<file path="src/rtl/core/fpsm_pkg.sv">
// Shared widths, codes and constants of the frame pipeline statistics monitor.
// No dependencies; used by frame_pipeline_stats_monitor_core.
`default_nettype none

package fpsm_pkg;

  localparam int unsigned SEQ_W   = 32;
  localparam int unsigned LAT_W   = 24;
  localparam int unsigned TIME_W  = 48;
  localparam int unsigned CNT_W   = 32;
  localparam int unsigned SUM_W   = 48;
  localparam int unsigned CFG_W   = 32;
  localparam int unsigned CFG_IDX_W = 1;

  localparam int unsigned US_PER_SECOND = 1000000;
  localparam int unsigned US_W = $clog2(US_PER_SECOND + 1);

  // dividend width of the shared divider: fits a frame count times US_PER_SECOND
  localparam int unsigned DIVD_W = SEQ_W + US_W;
  localparam int unsigned DCNT_W = $clog2(DIVD_W + 1);

  localparam logic [SUM_W-1:0]  SUM_MAX   = '1;
  localparam logic [CNT_W-1:0]  CNT_MAX   = '1;
  localparam logic [LAT_W-1:0]  LAT_MAX   = '1;
  localparam logic [31:0]       INTERVAL_RESET = 32'd1000000;

  // item kinds
  localparam logic CMD_FRAME = 1'b0;
  localparam logic CMD_CHECK = 1'b1;

  // configuration register indexes
  localparam logic [CFG_IDX_W-1:0] CFG_ENABLE   = 1'b0;
  localparam logic [CFG_IDX_W-1:0] CFG_INTERVAL = 1'b1;

  // division jobs of one report, in running order
  localparam logic [2:0] JOB_CAP_RATE = 3'd0;
  localparam logic [2:0] JOB_ENC_RATE = 3'd1;
  localparam logic [2:0] JOB_WAIT_AVG = 3'd2;
  localparam logic [2:0] JOB_CONV_AVG = 3'd3;
  localparam logic [2:0] JOB_ENC_AVG  = 3'd4;

endpackage

`default_nettype wire

</file>
<file path="src/rtl/core/frame_pipeline_stats_monitor_core.sv">
// Frame pipeline statistics monitor: frame event counting and periodic reports.
// Depends on fpsm_pkg (widths, codes, constants) by scoped names.
`default_nettype none

// Channel   | Handshake            | Payload
// ----------+----------------------+-------------------------------------------
// in_       | in_valid / in_ready  | cmd, frame_seq, 3 latencies, now_us, seq
// out_      | out_valid / out_ready| rates, counts, averages, peak, last seq
// cfg_      | cfg_wr_en            | cfg_index, cfg_wdata (32 bits)
//
// A frame item, a disabled item, a first check or a check that is not yet due
// is handled without a division. A due report runs a check state, five divisions
// (load, 52 steps, store; the steps are skipped for a zero divisor) on one shared
// restoring divider, and a closing state, with in_ready low throughout.
// Reset (rst_n low, synchronous) restores enable and interval to defaults and
// clears all statistics. A pending result does not block frame items, but a due
// report waits, with the input held, until the previous result has been taken.

module frame_pipeline_stats_monitor_core (
  input  wire logic                          clk,
  input  wire logic                          rst_n,
  // configuration
  input  wire logic                          cfg_wr_en,
  input  wire logic [fpsm_pkg::CFG_IDX_W-1:0] cfg_index,
  input  wire logic [fpsm_pkg::CFG_W-1:0]    cfg_wdata,
  // input items
  input  wire logic                          in_valid,
  output logic                               in_ready,
  input  wire logic                          in_cmd,
  input  wire logic [fpsm_pkg::SEQ_W-1:0]    in_frame_seq,
  input  wire logic [fpsm_pkg::LAT_W-1:0]    in_wait_us,
  input  wire logic [fpsm_pkg::LAT_W-1:0]    in_convert_us,
  input  wire logic [fpsm_pkg::LAT_W-1:0]    in_encode_us,
  input  wire logic [fpsm_pkg::TIME_W-1:0]   in_now_us,
  input  wire logic [fpsm_pkg::SEQ_W-1:0]    in_captured_seq,
  // result items
  output logic                               out_valid,
  input  wire logic                          out_ready,
  output logic [fpsm_pkg::CNT_W-1:0]         out_capture_rate,
  output logic [fpsm_pkg::CNT_W-1:0]         out_encode_rate,
  output logic [fpsm_pkg::CNT_W-1:0]         out_captured_frames,
  output logic [fpsm_pkg::CNT_W-1:0]         out_encoded_frames,
  output logic [fpsm_pkg::CNT_W-1:0]         out_duplicate_frames,
  output logic [fpsm_pkg::CNT_W-1:0]         out_skipped_frames,
  output logic [fpsm_pkg::LAT_W-1:0]         out_wait_avg_us,
  output logic [fpsm_pkg::LAT_W-1:0]         out_wait_peak_us,
  output logic [fpsm_pkg::LAT_W-1:0]         out_convert_avg_us,
  output logic [fpsm_pkg::LAT_W-1:0]         out_encode_avg_us,
  output logic [fpsm_pkg::SEQ_W-1:0]         out_latest_encoded_seq
);

  localparam int unsigned SEQ_W  = fpsm_pkg::SEQ_W;
  localparam int unsigned LAT_W  = fpsm_pkg::LAT_W;
  localparam int unsigned TIME_W = fpsm_pkg::TIME_W;
  localparam int unsigned CNT_W  = fpsm_pkg::CNT_W;
  localparam int unsigned SUM_W  = fpsm_pkg::SUM_W;
  localparam int unsigned DIVD_W = fpsm_pkg::DIVD_W;
  localparam int unsigned DCNT_W = fpsm_pkg::DCNT_W;

  localparam logic [DIVD_W-1:0] US_MULT = DIVD_W'(fpsm_pkg::US_PER_SECOND);

  // sequencer states
  localparam logic [2:0] S_IDLE  = 3'd0;
  localparam logic [2:0] S_CHECK = 3'd1;
  localparam logic [2:0] S_LOAD  = 3'd2;
  localparam logic [2:0] S_DIV   = 3'd3;
  localparam logic [2:0] S_STORE = 3'd4;
  localparam logic [2:0] S_DONE  = 3'd5;

  // configuration
  logic                 enable_r;
  logic [31:0]          interval_r;

  // statistics state
  logic                 started_r;
  logic [TIME_W-1:0]    interval_start_r;
  logic [SEQ_W-1:0]     prev_cap_seq_r;
  logic                 have_encoded_r;
  logic [SEQ_W-1:0]     prev_enc_seq_r;
  logic [CNT_W-1:0]     encoded_count_r;
  logic [CNT_W-1:0]     dup_count_r;
  logic [CNT_W-1:0]     skip_count_r;
  logic [SUM_W-1:0]     wait_sum_r;
  logic [LAT_W-1:0]     wait_max_r;
  logic [SUM_W-1:0]     conv_sum_r;
  logic [SUM_W-1:0]     enc_sum_r;

  // sequencer and check item
  logic [2:0]           state_r;
  logic [2:0]           job_r;
  logic [TIME_W-1:0]    now_r;
  logic [SEQ_W-1:0]     cap_r;
  logic [TIME_W-1:0]    elapsed_r;

  // shared divider: dividend shifts out of dq_r as quotient bits shift in
  logic [DIVD_W-1:0]    dq_r;
  logic [TIME_W-1:0]    rem_r;
  logic [TIME_W-1:0]    divisor_r;
  logic [DCNT_W-1:0]    dcnt_r;

  // output register
  logic                 out_valid_r;
  logic [CNT_W-1:0]     out_cap_rate_r;
  logic [CNT_W-1:0]     out_enc_rate_r;
  logic [CNT_W-1:0]     out_cap_frames_r;
  logic [CNT_W-1:0]     out_enc_frames_r;
  logic [CNT_W-1:0]     out_dup_frames_r;
  logic [CNT_W-1:0]     out_skip_frames_r;
  logic [LAT_W-1:0]     out_wait_avg_r;
  logic [LAT_W-1:0]     out_wait_peak_r;
  logic [LAT_W-1:0]     out_conv_avg_r;
  logic [LAT_W-1:0]     out_enc_avg_r;
  logic [SEQ_W-1:0]     out_last_seq_r;

  logic                 in_fire;
  logic                 out_fire;

  // frame item arithmetic
  logic [SEQ_W-1:0]     seq_diff;
  logic                 seq_dup;
  logic                 seq_skip;
  logic [CNT_W:0]       skip_sum;
  logic [SUM_W:0]       wait_sum_ext;
  logic [SUM_W:0]       conv_sum_ext;
  logic [SUM_W:0]       enc_sum_ext;

  // divider step and operand selection
  logic [TIME_W:0]      rem_shift;
  logic                 div_ge;
  logic [TIME_W:0]      rem_diff;
  logic [DIVD_W-1:0]    load_dividend;
  logic [TIME_W-1:0]    load_divisor;
  logic [CNT_W-1:0]     mult_a;
  logic                 q_over_cnt;
  logic                 q_over_lat;
  logic [CNT_W-1:0]     q_cnt;
  logic [LAT_W-1:0]     q_lat;

  assign in_ready = (state_r == S_IDLE);
  assign in_fire  = in_valid && in_ready;
  assign out_fire = out_valid_r && out_ready;

  // ---- frame item: duplicate / skip detection and saturating sums ----
  assign seq_diff = in_frame_seq - prev_enc_seq_r;
  assign seq_dup  = have_encoded_r && (in_frame_seq == prev_enc_seq_r);
  // forward jump of two or more
  assign seq_skip = have_encoded_r && (in_frame_seq > prev_enc_seq_r) &&
                    (seq_diff > SEQ_W'(1));
  assign skip_sum = {1'b0, skip_count_r} + {1'b0, seq_diff - SEQ_W'(1)};

  assign wait_sum_ext = {1'b0, wait_sum_r} + (SUM_W + 1)'(in_wait_us);
  assign conv_sum_ext = {1'b0, conv_sum_r} + (SUM_W + 1)'(in_convert_us);
  assign enc_sum_ext  = {1'b0, enc_sum_r}  + (SUM_W + 1)'(in_encode_us);

  // ---- shared divider, one quotient bit per cycle ----
  assign rem_shift = {rem_r, dq_r[DIVD_W-1]};
  assign div_ge    = rem_shift >= {1'b0, divisor_r};
  assign rem_diff  = rem_shift - {1'b0, divisor_r};

  // rates divide frames * 1e6 by elapsed time; averages divide sums by count
  assign mult_a = (job_r == fpsm_pkg::JOB_CAP_RATE) ? out_cap_frames_r : encoded_count_r;

  always_comb begin
    case (job_r)
      fpsm_pkg::JOB_CAP_RATE, fpsm_pkg::JOB_ENC_RATE: begin
        load_dividend = DIVD_W'(mult_a) * US_MULT;
        load_divisor  = elapsed_r;
      end
      fpsm_pkg::JOB_WAIT_AVG: begin
        load_dividend = DIVD_W'(wait_sum_r);
        load_divisor  = TIME_W'(encoded_count_r);
      end
      fpsm_pkg::JOB_CONV_AVG: begin
        load_dividend = DIVD_W'(conv_sum_r);
        load_divisor  = TIME_W'(encoded_count_r);
      end
      default: begin
        load_dividend = DIVD_W'(enc_sum_r);
        load_divisor  = TIME_W'(encoded_count_r);
      end
    endcase
  end

  // clamp the finished quotient to the result width
  assign q_over_cnt = |dq_r[DIVD_W-1:CNT_W];
  assign q_over_lat = |dq_r[DIVD_W-1:LAT_W];
  assign q_cnt      = q_over_cnt ? fpsm_pkg::CNT_MAX : dq_r[CNT_W-1:0];
  assign q_lat      = q_over_lat ? fpsm_pkg::LAT_MAX : dq_r[LAT_W-1:0];

  // ---- configuration ----
  always_ff @(posedge clk) begin
    if (!rst_n) begin
      enable_r   <= 1'b1;
      interval_r <= fpsm_pkg::INTERVAL_RESET;
    end else if (cfg_wr_en) begin
      case (cfg_index)
        fpsm_pkg::CFG_ENABLE:   enable_r   <= cfg_wdata[0];
        fpsm_pkg::CFG_INTERVAL: interval_r <= cfg_wdata;
        default: ;
      endcase
    end
  end

  // ---- sequencer, statistics and output register ----
  always_ff @(posedge clk) begin
    if (!rst_n) begin
      state_r          <= S_IDLE;
      job_r            <= fpsm_pkg::JOB_CAP_RATE;
      out_valid_r      <= 1'b0;
      started_r        <= 1'b0;
      interval_start_r <= '0;
      prev_cap_seq_r   <= '0;
      have_encoded_r   <= 1'b0;
      prev_enc_seq_r   <= '0;
      encoded_count_r  <= '0;
      dup_count_r      <= '0;
      skip_count_r     <= '0;
      wait_sum_r       <= '0;
      wait_max_r       <= '0;
      conv_sum_r       <= '0;
      enc_sum_r        <= '0;
    end else begin
      if (out_fire) begin
        out_valid_r <= 1'b0;
      end

      case (state_r)
        S_IDLE: begin
          if (in_fire && enable_r) begin
            if (in_cmd == fpsm_pkg::CMD_FRAME) begin
              if (seq_dup && (dup_count_r != fpsm_pkg::CNT_MAX)) begin
                dup_count_r <= dup_count_r + CNT_W'(1);
              end
              if (seq_skip) begin
                skip_count_r <= skip_sum[CNT_W] ? fpsm_pkg::CNT_MAX : skip_sum[CNT_W-1:0];
              end
              have_encoded_r <= 1'b1;
              prev_enc_seq_r <= in_frame_seq;
              if (encoded_count_r != fpsm_pkg::CNT_MAX) begin
                encoded_count_r <= encoded_count_r + CNT_W'(1);
              end
              wait_sum_r <= wait_sum_ext[SUM_W] ? fpsm_pkg::SUM_MAX : wait_sum_ext[SUM_W-1:0];
              conv_sum_r <= conv_sum_ext[SUM_W] ? fpsm_pkg::SUM_MAX : conv_sum_ext[SUM_W-1:0];
              enc_sum_r  <= enc_sum_ext[SUM_W]  ? fpsm_pkg::SUM_MAX : enc_sum_ext[SUM_W-1:0];
              if (in_wait_us > wait_max_r) begin
                wait_max_r <= in_wait_us;
              end
            end else begin
              now_r     <= in_now_us;
              cap_r     <= in_captured_seq;
              elapsed_r <= in_now_us - interval_start_r;
              state_r   <= S_CHECK;
            end
          end
        end

        S_CHECK: begin
          if (!started_r) begin
            // first check: align time base, open a fresh interval
            started_r        <= 1'b1;
            interval_start_r <= now_r;
            prev_cap_seq_r   <= cap_r;
            encoded_count_r  <= '0;
            dup_count_r      <= '0;
            skip_count_r     <= '0;
            wait_sum_r       <= '0;
            wait_max_r       <= '0;
            conv_sum_r       <= '0;
            enc_sum_r        <= '0;
            state_r          <= S_IDLE;
          end else if (elapsed_r < TIME_W'(interval_r)) begin
            state_r <= S_IDLE;
          end else if (!out_valid_r) begin
            // due; previous result gone, so the output register is free
            out_cap_frames_r <= (cap_r > prev_cap_seq_r) ? cap_r - prev_cap_seq_r : '0;
            job_r            <= fpsm_pkg::JOB_CAP_RATE;
            state_r          <= S_LOAD;
          end
        end

        S_LOAD: begin
          divisor_r <= load_divisor;
          rem_r     <= '0;
          dcnt_r    <= DCNT_W'(DIVD_W);
          if (load_divisor == '0) begin
            dq_r    <= '0;
            state_r <= S_STORE;
          end else begin
            dq_r    <= load_dividend;
            state_r <= S_DIV;
          end
        end

        S_DIV: begin
          rem_r  <= div_ge ? rem_diff[TIME_W-1:0] : rem_shift[TIME_W-1:0];
          dq_r   <= {dq_r[DIVD_W-2:0], div_ge};
          dcnt_r <= dcnt_r - DCNT_W'(1);
          if (dcnt_r == DCNT_W'(1)) begin
            state_r <= S_STORE;
          end
        end

        S_STORE: begin
          case (job_r)
            fpsm_pkg::JOB_CAP_RATE: out_cap_rate_r <= q_cnt;
            fpsm_pkg::JOB_ENC_RATE: out_enc_rate_r <= q_cnt;
            fpsm_pkg::JOB_WAIT_AVG: out_wait_avg_r <= q_lat;
            fpsm_pkg::JOB_CONV_AVG: out_conv_avg_r <= q_lat;
            default:                out_enc_avg_r  <= q_lat;
          endcase
          if (job_r == fpsm_pkg::JOB_ENC_AVG) begin
            state_r <= S_DONE;
          end else begin
            job_r   <= job_r + 3'd1;
            state_r <= S_LOAD;
          end
        end

        S_DONE: begin
          out_valid_r       <= 1'b1;
          out_enc_frames_r  <= encoded_count_r;
          out_dup_frames_r  <= dup_count_r;
          out_skip_frames_r <= skip_count_r;
          out_wait_peak_r   <= wait_max_r;
          out_last_seq_r    <= prev_enc_seq_r;
          // new interval
          interval_start_r  <= now_r;
          prev_cap_seq_r    <= cap_r;
          encoded_count_r   <= '0;
          dup_count_r       <= '0;
          skip_count_r      <= '0;
          wait_sum_r        <= '0;
          wait_max_r        <= '0;
          conv_sum_r        <= '0;
          enc_sum_r         <= '0;
          state_r           <= S_IDLE;
        end

        default: begin
          state_r <= S_IDLE;
        end
      endcase
    end
  end

  assign out_valid              = out_valid_r;
  assign out_capture_rate       = out_cap_rate_r;
  assign out_encode_rate        = out_enc_rate_r;
  assign out_captured_frames    = out_cap_frames_r;
  assign out_encoded_frames     = out_enc_frames_r;
  assign out_duplicate_frames   = out_dup_frames_r;
  assign out_skipped_frames     = out_skip_frames_r;
  assign out_wait_avg_us        = out_wait_avg_r;
  assign out_wait_peak_us       = out_wait_peak_r;
  assign out_convert_avg_us     = out_conv_avg_r;
  assign out_encode_avg_us      = out_enc_avg_r;
  assign out_latest_encoded_seq = out_last_seq_r;

endmodule

`default_nettype wire
</file>
<file path="config.mk">
export PLATFORM = sky130hd
export DESIGN_NAME = frame_pipeline_stats_monitor_core
export DESIGN_NICKNAME = d
export VERILOG_FILES = /design/src/rtl/core/fpsm_pkg.sv /design/src/rtl/core/frame_pipeline_stats_monitor_core.sv
export SDC_FILE = /design/constraint.sdc
export NUM_CORES = 2
export LEC_CHECK = 0
export ABC_AREA = 1
export BUFFER_PORTS_ARGS = -buffer_cell sky130_fd_sc_hd__buf_2
export CAP_MARGIN = 30
export CORE_MARGIN = 5
export CORE_UTILIZATION = 40
export DETAILED_ROUTE_END_ITERATION = 8
export GPL_TIMING_DRIVEN = 0
export SYNTH_ARGS = -nofsm -noshare
export SYNTH_HDL_FRONTEND = slang
export SYNTH_SLANG_ARGS = --single-unit
</file>
<file path="constraint.sdc">
create_clock -name clk -period 15.01 [get_ports clk]
set_input_delay 0.7505 -clock clk [delete_from_list [all_inputs] [get_ports clk]]
set_output_delay 0.7505 -clock clk [all_outputs]
set_load 0.005 [all_outputs]
</file>
==> After elaboration in Yosys (flattened, before gate mapping) <==
Cells that the tools add are included.
{ "totals": {"input_bits": 223, "register_bits": 1020, "mem_count": 0, "mem_bits_ro": 0, "elab_cells": 189, "mem_bits_rw": 0, "latch_bits": 0, "output_inout_bits": 322} }
{ "classes": {"shift": 0, "n_mul": 1, "div": 0, "reduce_logical": 40, "add_sub_neg": 13, "n_bitwise": 5, "magnitude_cmp": 6, "muxes": 62, "n_eq_ne": 27} }
{ "op_table": {"columns": ["cell", "n"], "rows": [
  ["$mux 48", 13],
  ["$mux 32", 14],
  ["$pmux 48 s3", 3],
  ["$pmux 32 s3", 3],
  ["$pmux 48 s2", 2],
  ["$pmux 52 s3", 1],
  ["$add 48x24->49", 3],
  ["$mux 24", 5],
  ["$pmux 52 s2", 1],
  ["$sub 48x48->48", 2],
  ["$pmux 24 s3", 1],
  ["$add 32x1->32 const B", 2],
  ["$gt 32x32->1", 2],
  ["$ne 32x32->1 const B", 2],
  ["$pmux 32 s2", 1],
  ["$sub 32x32->32", 2],
  ["$mux 52", 1],
  ["$ge 49x48->1", 1],
  ["$logic_not 48->1", 1],
  ["$lt 48x32->1", 1],
  ["$mul 32x14->46 const B", 1],
  ["$mux 3", 12],
  ["$add 32x32->33", 1],
  ["$eq 32x32->1", 1],
  ["29 further kinds", 78]
]} }

==> Longest topological paths before layout <==
{ "depth": {"ltp_word": 8, "depth_mapped": 36, "mapped_depth_nobuf": 34} }

==> Worst setup path after synthesis <==
OpenSTA, ideal clock, no wires.
{ "synth_path": {"path_type": "input-to-reg", "start": "input port rst_n", "end": "register cap_r[0], enable pin", "path_slack_ns": 4.370, "stages": 4, "t_required_ns": 14.237, "t_arrival_ns": 9.867, "setup_ns": 0.773, "cell_sequence": "inv_1 -> clkbuf_1 -> clkbuf_1 -> nor3_1"} }
{ "synth_between": {"elab_chain_len": 1} }
{ "synth_rtl": {"columns": ["item", "line_no", "text"], "rows": [
  ["start, declared", "frame_pipeline_stats_monitor_core.sv:21", "input wire logic rst_n,"],
  ["$reduce_and 4->1 (no source line)", null, null],
  ["end signal, assigned", "frame_pipeline_stats_monitor_core.sv:250", "cap_r <= in_captured_seq;"],
  ["end, declared", "frame_pipeline_stats_monitor_core.sv:92", "logic [SEQ_W-1:0] cap_r;"]
]} }
No other way between the ends.
A chain may end at the register's enable or synchronous reset.

==> Worst setup path after layout <==
{ "layout_path": {"start": "register job_r[1]", "end": "register dq_r[51], data pin"} }
{ "layout_between": {"elab_chain_len": 6, "word_cells_on_any_way": 12, "classes_between": "1 x mul; 3 x eq/ne; 5 x mux; 3 x reduce/logical"} }
{ "layout_rtl": {"columns": ["item", "line_no", "text"], "rows": [
  ["start, declared", "frame_pipeline_stats_monitor_core.sv:90", "logic [2:0] job_r;"],
  ["start signal, assigned", "frame_pipeline_stats_monitor_core.sv:208", "job_r <= fpsm_pkg::JOB_CAP_RATE;"],
  ["start signal, assigned", "frame_pipeline_stats_monitor_core.sv:276", "job_r <= fpsm_pkg::JOB_CAP_RATE;"],
  ["start signal, assigned", "frame_pipeline_stats_monitor_core.sv:314", "job_r <= job_r + 3'd1;"],
  ["$logic_not 3->1 or $eq 3x1->1 (tied branches)", "frame_pipeline_stats_monitor_core.sv:161, frame_pipeline_stats_monitor_core.sv:164", null],
  ["$mux 32 or $reduce_or 2->1 (tied branches)", "frame_pipeline_stats_monitor_core.sv:161, frame_pipeline_stats_monitor_core.sv:164", null],
  ["$mul 32x14->46 or $mux 48 (tied branches)", "frame_pipeline_stats_monitor_core.sv:166, frame_pipeline_stats_monitor_core.sv:164", null],
  ["$pmux 52 s3 or $logic_not 48->1 (tied branches)", "frame_pipeline_stats_monitor_core.sv:164, frame_pipeline_stats_monitor_core.sv:285", null],
  ["$mux 52 *", "frame_pipeline_stats_monitor_core.sv:285", "if (load_divisor == '0) begin"],
  ["$pmux 52 s2 *", "frame_pipeline_stats_monitor_core.sv:227", "case (state_r)"],
  ["end signal, assigned", "frame_pipeline_stats_monitor_core.sv:289", "dq_r <= load_dividend;"],
  ["end signal, assigned", "frame_pipeline_stats_monitor_core.sv:296", "dq_r <= {dq_r[DIVD_W-2:0], div_ge};"],
  ["end, declared", "frame_pipeline_stats_monitor_core.sv:96", "logic [DIVD_W-1:0] dq_r;"]
]} }
Every way passes the cells marked *; elsewhere a longest branch is shown, timed or not.

==> reports/results.ini <==
[global_routing]
grt_usage=0.2684
grt_max_degree=36
grt_overflow=0
grt_pass1_wl_mm=358.3
use_met3=0.03570
grt_pass1_vias=58310
use_met1=0.3512
grt.met2_usage=0.4433
antenna_found_initial=20
top_usage_layer=met2

[timing]
finalHoldViolations=0
period_needed_ns=9.306
tightest_slew_ns=1.024
slew_viol_final=0
fin_ws_ns=5.704
tns_ns=0
fin_worst_skew_ns=0.03608
period_share=0.6200
fmax_ghz=0.1075
setup_viol=0
rsz0062_at_grt=no
slew_headroom=0.3173

[die]
boundaryPins=545
die_area_mm2=0.1738
core_mm2=0.1648
initial_core_util=0.4018
die_x_um=416.9
rows=149
die_height_um=416.9

[synthesis]
synthSimpleGateAreaFrac=0.1887
synth_nets=9067
synth_xor_area_frac=0.04010
ys_seq_elements=1020
synthMuxAreaShare=0.0003212
synth_compound_area_frac=0.1627
synth_edf_count=602
ys_seq_area_frac=0.3994
synth.distinct_cells=67
async_flop_share=0
yosys_most_used_dff=edfxtp_1
yosysWarnings=0
synthAdderAreaFrac=0.1276
syn_area_mm2=0.06622
syn_area_per_cell_um2=8.033
synth_cells=8243
synth_top_family_by_area=simple AND/OR/NAND/NOR gates

[placement]
dp_slack_ns=5.840
hpwl_mm=199.8
port_buffers=544
gp_congestion=0.9756

[detailed_routing]
dr.pass1.iters=5
drc=0
ant_nets=0
vias=60260
viasPerCell=5.357
routedWlPerCell_um=21.45
dr.first_iter.drc_count=4760
drt-total-wl_mm=241.3

[setup_path]
r2r_setup_slack_ns=5.70
critical_path_class=flip-flop to flip-flop
path_common_cell=inv_1
arrival_ns=9.74
cp-start-kind=flip-flop
r2r_cells=33
r2r_start=job_r[1]
max_stage_delay_ns=0.59
cp-end-kind=flip-flop
cp_max_fo=10
r2r_end=dq_r[51]
slowest_stage=o21ai_0
critPathRequiredTime_ns=15.44

[run]
maxCapViolations=0

[min_path]
holdPathStages=1
min_to=cap_r[24]
hold_start=in_captured_seq[24]
min_path_type=input port to flip-flop

[power_and_ir_drop]
pwr-share-comb=0.212
worst_ir_drop_vdd_mv=0.09176
clock_power_share=0.387
total_power_uw=7772
p_leak_uw=0.03139
seqPwrFrac=0.401
powerDensity_mw_per_mm2=101.6
p_sw_uw=2412
p_sw_frac=0.3104
internal-power_uw=5360

[finish]
drive_above_1_share=0.1079
fin_nets=9777
final_util=0.4640
multi_input_area_mm2=0.03445
layout_common_cells=nand2_1, inv_1, a21oi_1
area_growth_pct=15.48
seqCellArea_mm2=0.02645
fillers=16510
final_common_cell=nand2_1

[clock_tree]
hold_buffers=0
cts.sinks=1020
path_clk_slew_ns=0.06
postCtsSetupBuffers=0
numCtsBuffers=115
tritoncts=done
htreeDepth=3
cts_root_buf=clkbuf_16
clk_latency_ns=0.76
clock_path_buffers=3
cts_resized=0

[status]
outcome=complete, no violations

synth_stat cells (37+ instances only):
| library cell | count | share of area |
|---|---|---|
| a21oi_1 | 903 | 0.068 |
| nand2_1 | 1605 | 0.091 |
| dfxtp_1 | 418 | 0.13 |
| a21o_1 | 43 | 0.0049 |
| nor3_1 | 143 | 0.011 |
| xor2_1 | 198 | 0.026 |
| ha_1 | 477 | 0.090 |
| nor4_1 | 75 | 0.0071 |
| a221oi_1 | 37 | 0.0049 |
| nor2_1 | 661 | 0.037 |
| xnor2_1 | 102 | 0.013 |
| nand2_2 | 44 | 0.0042 |
| o21ai_0 | 648 | 0.049 |
| o21a_1 | 42 | 0.0048 |
| edfxtp_1 | 602 | 0.27 |
| clkbuf_1 | 166 | 0.0094 |
| inv_1 | 1161 | 0.066 |
| a31oi_1 | 72 | 0.0068 |
| fa_1 | 124 | 0.037 |
| nand4_1 | 83 | 0.0078 |
| nand3_1 | 257 | 0.019 |
final cells by class:
class / instances / share of cell area
Clock inverter: 82 / 0.01301
Timing Repair Buffer: 593 / 0.04441
Antenna cell: 5 / 0.0001636
Sequential cell: 1020 / 0.3459
Clock buffer: 136 / 0.03988
Multi-Input combinational cell: 5818 / 0.4506
Tap cell: 2189 / 0.03582
Buffer: 219 / 0.01204
Inverter: 1186 / 0.05824
flip-flops by register name (all words and copies together) (netlist names), 48 cells and up:
register and cells:
dq_r 52, conv_sum_r 48, divisor_r 48, elapsed_r 48, enc_sum_r 48, interval_start_r 48, now_r 48, rem_r 48
wait_sum_r 48
stage by stage:
stage          area, um2  hold slack, ns  std cells
2_1_floorplan      66220          0.4082       8243
3_3_place_gp       71680          0.4111      10980
3_5_place_dp       72400          0.4144      11020
4_1_cts            76440          0.1273      11240
5_1_grt            76460          0.1551      11250
6_report           76460          0.1935      11250
routing by layer:
layer  part of all wire  vias to the layer above  wire length [um]
met5            0.00014                        -                34
met1               0.43                    28350            103500
li1                   -                    29270                 -
met3              0.063                      483             15150
met4              0.051                        4             12400
met2               0.46                     2157            110200
power by group through the flow:
stage | Combinational (uW) | Clock, uW | Sequential, uW
5_1_grt | 1840 | 3190 | 3120
3_3_place_gp | 1600 | 0 | 3180
3_5_place_dp | 1620 | 0 | 3180
2_1_floorplan | 1100 | 0 | 3140
6_report | 1650 | 3010 | 3120
4_1_cts | 1630 | 3080 | 3120
worst max path at each step:
| stage | end | cells after the start | slack [ns] | start |
|---|---|---|---|---|
| final | dq_r[51] | 33 | 5.70 | job_r[1] |
| after detailed placement | dq_r[51] | 33 | 5.84 | job_r[1] |
| after global routing | dq_r[51] | 33 | 5.33 | job_r[1] |
| after floorplan | cap_r[0] | 4 | 4.37 | rst_n |
| after global placement | cap_r[19] | 5 | -0.92 | rst_n |
| after CTS | dq_r[51] | 33 | 5.77 | job_r[1] |
cell families after synthesis:
| family | after synthesis |
|---|---|
| compound gates | 1955 |
| xor+xnor | 301 |
| fa+ha+maj | 601 |
| buf+inv | 1405 |
| flops | 1020 |
| mux | 2 |
| simple gates | 2959 |
worst max-delay path, delay by kind of cell (launching register included):
family,cells,cell delay (ns)
flops,1,0.49
compound gates,7,1.79
buf+inv,12,2.38
fa+ha+maj,8,3.48
simple gates,6,0.83
No activity file was read; power rests on OpenSTA's default activity.
